## src/rtl/bprq_ram.sv

```systemverilog
// ----------------------------------------------------------------------------
// bprq_ram
// Simple dual-port RAM: one write port, one read port with registered data.
// ----------------------------------------------------------------------------
module bprq_ram #(
  parameter int WIDTH = 8,
  parameter int DEPTH = 64
) (
  input  logic                     clk_i,
  input  logic                     wr_en_i,
  input  logic [$clog2(DEPTH)-1:0] wr_addr_i,
  input  logic [WIDTH-1:0]         wr_data_i,
  input  logic [$clog2(DEPTH)-1:0] rd_addr_i,
  output logic [WIDTH-1:0]         rd_data_o
);

  logic [WIDTH-1:0] mem_q [DEPTH];
  logic [WIDTH-1:0] rd_data_q;

  // Read returns the old word on a same-address write.
  always_ff @(posedge clk_i) begin
    if (wr_en_i) begin
      mem_q[wr_addr_i] <= wr_data_i;
    end
    rd_data_q <= mem_q[rd_addr_i];
  end

  assign rd_data_o = rd_data_q;

endmodule

```

## config.mk

```make
export PLATFORM = sky130hd
export DESIGN_NAME = bprq_ram
export DESIGN_NICKNAME = d
export VERILOG_FILES = /design/src/rtl/bprq_ram.sv
export SDC_FILE = /design/constraint.sdc
export NUM_CORES = 1
export LEC_CHECK = 0
export ABC_AREA = 1
export BUFFER_PORTS_ARGS = -buffer_cell sky130_fd_sc_hd__buf_2
export CAP_MARGIN = 25
export CORE_ASPECT_RATIO = 1.2
export CORE_MARGIN = 1.5
export CORE_UTILIZATION = 46
export CTS_CLUSTER_DIAMETER = 200
export DETAILED_ROUTE_END_ITERATION = 10
export HOLD_SLACK_MARGIN = 0.1
export PLACE_DENSITY = 0.67
export SLEW_MARGIN = 20
export SYNTH_ARGS = -nofsm -noshare
export SYNTH_HDL_FRONTEND = slang
export SYNTH_SLANG_ARGS = --single-unit
```

## constraint.sdc

```tcl
create_clock -name clk_i -period 5.7 [get_ports clk_i]
set_clock_uncertainty 0.1 [all_clocks]
set_input_delay 0.285 -clock clk_i [delete_from_list [all_inputs] [get_ports clk_i]]
set_output_delay 0.285 -clock clk_i [all_outputs]
set_load 0.05 [all_outputs]
```

==> metrics.yaml <==
drive_above_1_share: 0.0708
synth.top_cell.area_share: 0.720
rows: 86
ant_nets: 0
fin_crit_ns: 2.84
vias_per_cell: 5.58
dp.cells: 2361
crit_type: "input pin to register"
dr.pass1.iters: 6
io_buffers: 29
yosysSeqAreaShare: 0.728
hold_violations: 0
cp.required_ns: 6.11
synth_edf_count: 512
outcome: "finished, final reports clean"
ir_drop_mv: 0.195
crit_slowest_cell: "buf_4"
syn_to_final_growth_pct: 8.97
root_buffer: "clkbuf_16"
num_vias: 13694
gp_routability_congestion: 0.816
ys_warn_count: 0
rr_endpoint: "rd_data_o[2]"
leakagePower_nw: 8.27
rsz0062_at_grt: "false"
cts_tree: "yes"
r2r_slack_ns: 4.09
cts_buffers: 48
slew_headroom: 0.295
synth_most_common_cell: "nand2_1"
yosys-top-cells-area: "edfxtp_1 72%, nand2_1 11%, nand3_1 10%"
track_usage: 0.219
fin_cells: 2456
hp-start: "rd_addr_i[4]"
gr-total-overflow: 0
drt_iter0_markers: 1288
max_freq_mhz: 352
clockBufferDepth: 3
synth_top_area_cell: "edfxtp_1"
hold-path-cell-count: 4
fin_nets: 1819
hold_end: "rd_data_o[7]"
total_power_mw: 7.93
antenna_found_initial: 2
crit_path_max_fanout: 108
maxSlewViolCount: 0
ys_async_sr_fraction: 0
tightest_slew_ns: 1.06
grt_start_max_net_pins: 109
endpoint_kind: "register"
cap_violations: 0
wl_mm: 50.7
wl_per_cell_microns: 20.6
synth.avg_cell_area_sq_um: 11.8
synth_cell_types: 16
die_x_microns: 200
clock_latency_ns: 0.58
ys_top_cells_by_count: "648 x nand2_1, 512 x edfxtp_1, 439 x nand3_1, 56 x nor2_1, 37 x buf_2"
start_util: 0.466
power_density_nw_per_um2: 341
cts.clk_slew.worst_paths_ns: 0.06
clock_sink_count: 520
min_period_over_period: 0.499
critical_path_buf_inv_count: 3
die_h_microns: 239
crit_arrival_ns: 3.25
setup_violations: 0
dp_hpwl_mm: 28.5
netlist_instances: 1805
synth_nets: 1827
die_area_sq_um: 47700
rr_startpoint: "mem_q[53][2]"
grt_pass1_wl_mm: 78.3
grt_pass1_vias: 13356
cts_max_level: 2
tns_ns: 0
drc: 0
cp-start-kind: "input pin"
r2r_cells: 8
whs_ns: 0.139
worstPathCellList: "buf_6 -> inv_6 -> buf_4 -> nand2_1 -> nand3_1 -> nand3_1 -> nand2_1 -> nand2_1 -> nand3_1 -> nand3_1 -> nand2_1"
synth_top_flop_cell: "edfxtp_1"
syn-cell-area_sq_um: 21300
cp_top_family: "buffers and inverters"
ys_ff_latch: 520
critPathMaxStageDelay_ns: 0.74
hold_path_class: "input pin to register"
io_pins: 30
final_util: 0.507
post-cts-setup-buffers: 0
core_area_sq_um: 45800
worst min-delay path, stage by stage:
cell and delay (ns):
buf_2 0.23, nand3_1 0.14, nand3_1 0.06, nand2_1 0.06
report_power, final:
group	internal (mW)	switching, mW	total [mW]
registers	4.23	0.0112	4.24
clock network	1.81	1.39	3.20
logic	0.114	0.383	0.496
registers in the layout (all words and copies together) (netlist names):
register and count:
rd_data_o 8, mem_q 512
cells in the final DEF (no fill, tap or decap):
cell type,instances
dlygate4sd3_1,1
dfxtp_1,8
buf_16,1
clkinv_4,2
diode_2,3
edfxtp_1,512
clkbuf_1,13
nand3_1,439
inv_1,8
inv_6,2
buf_2,27
nor4_1,8
nand4_1,9
inv_4,1
inv_2,1
clkinvlp_4,3
clkinv_2,9
buf_6,1
nor2_1,56
buf_4,25
clkinv_8,1
clkbuf_8,4
clkinv_1,5
nand2_1,648
bufinv_16,3
clkbuf_16,50
logic make-up (layout without fill, tap and decap cells):
group | after synthesis | after routing | share of synthesized area
buffers and inverters | 125 | 157 | 0.0402
and+or+nand+nor | 1160 | 1160 | 0.232
DFF | 520 | 520 | 0.728
other | 0 | 3 | 0
routing by layer:
layer  track usage  wire (microns)  share of wire  vias up
met5             0              26        0.00051        -
met4        0.0955            2150          0.043        4
met3        0.0353            3980          0.079      116
met2         0.351           24200           0.48      596
met1         0.295           20300           0.40     6649
li1              -               -              -     6329
stage by stage:
step,cell area [sq um],setup WS [ns]
2_1_floorplan,21300,3.55
3_3_place_gp,21600,2.34
3_5_place_dp,21600,2.32
4_1_cts,23200,2.91
5_1_grt,23200,2.63
6_report,23300,2.86
area by class of cell:
class	count	area, sq um
well taps	616	771
clock inverters	23	215
repair buffers	55	372
diodes	3	7.51
inverters	12	52.6
multi-input cells	1160	4950
flip-flops and latches	520	15500
clock buffers	67	1360
fillers	3966	22600
worst max path at each step:
stage | cells past startpoint | to | from | slack, ns
after global routing | 11 | rd_data_o[2] | rd_addr_i[0] | 2.63
after detailed placement | 11 | rd_data_o[2] | rd_addr_i[0] | 2.32
after floorplan | 3 | mem_q[48][0] | wr_en_i | 3.55
after global placement | 11 | rd_data_o[2] | rd_addr_i[0] | 2.34
final | 11 | rd_data_o[2] | rd_addr_i[0] | 2.86
after CTS | 11 | rd_data_o[2] | rd_addr_i[0] | 2.91
what timing repair did:
| item | CTS | global route |
|---|---|---|
| gates resized for setup | 0 | 0 |
| hold endpoints to repair | 5 | 0 |
| hold buffers | 1 | 0 |
| setup endpoints to repair | 0 | 0 |
Note: power is estimated with default switching activity, not from simulation.
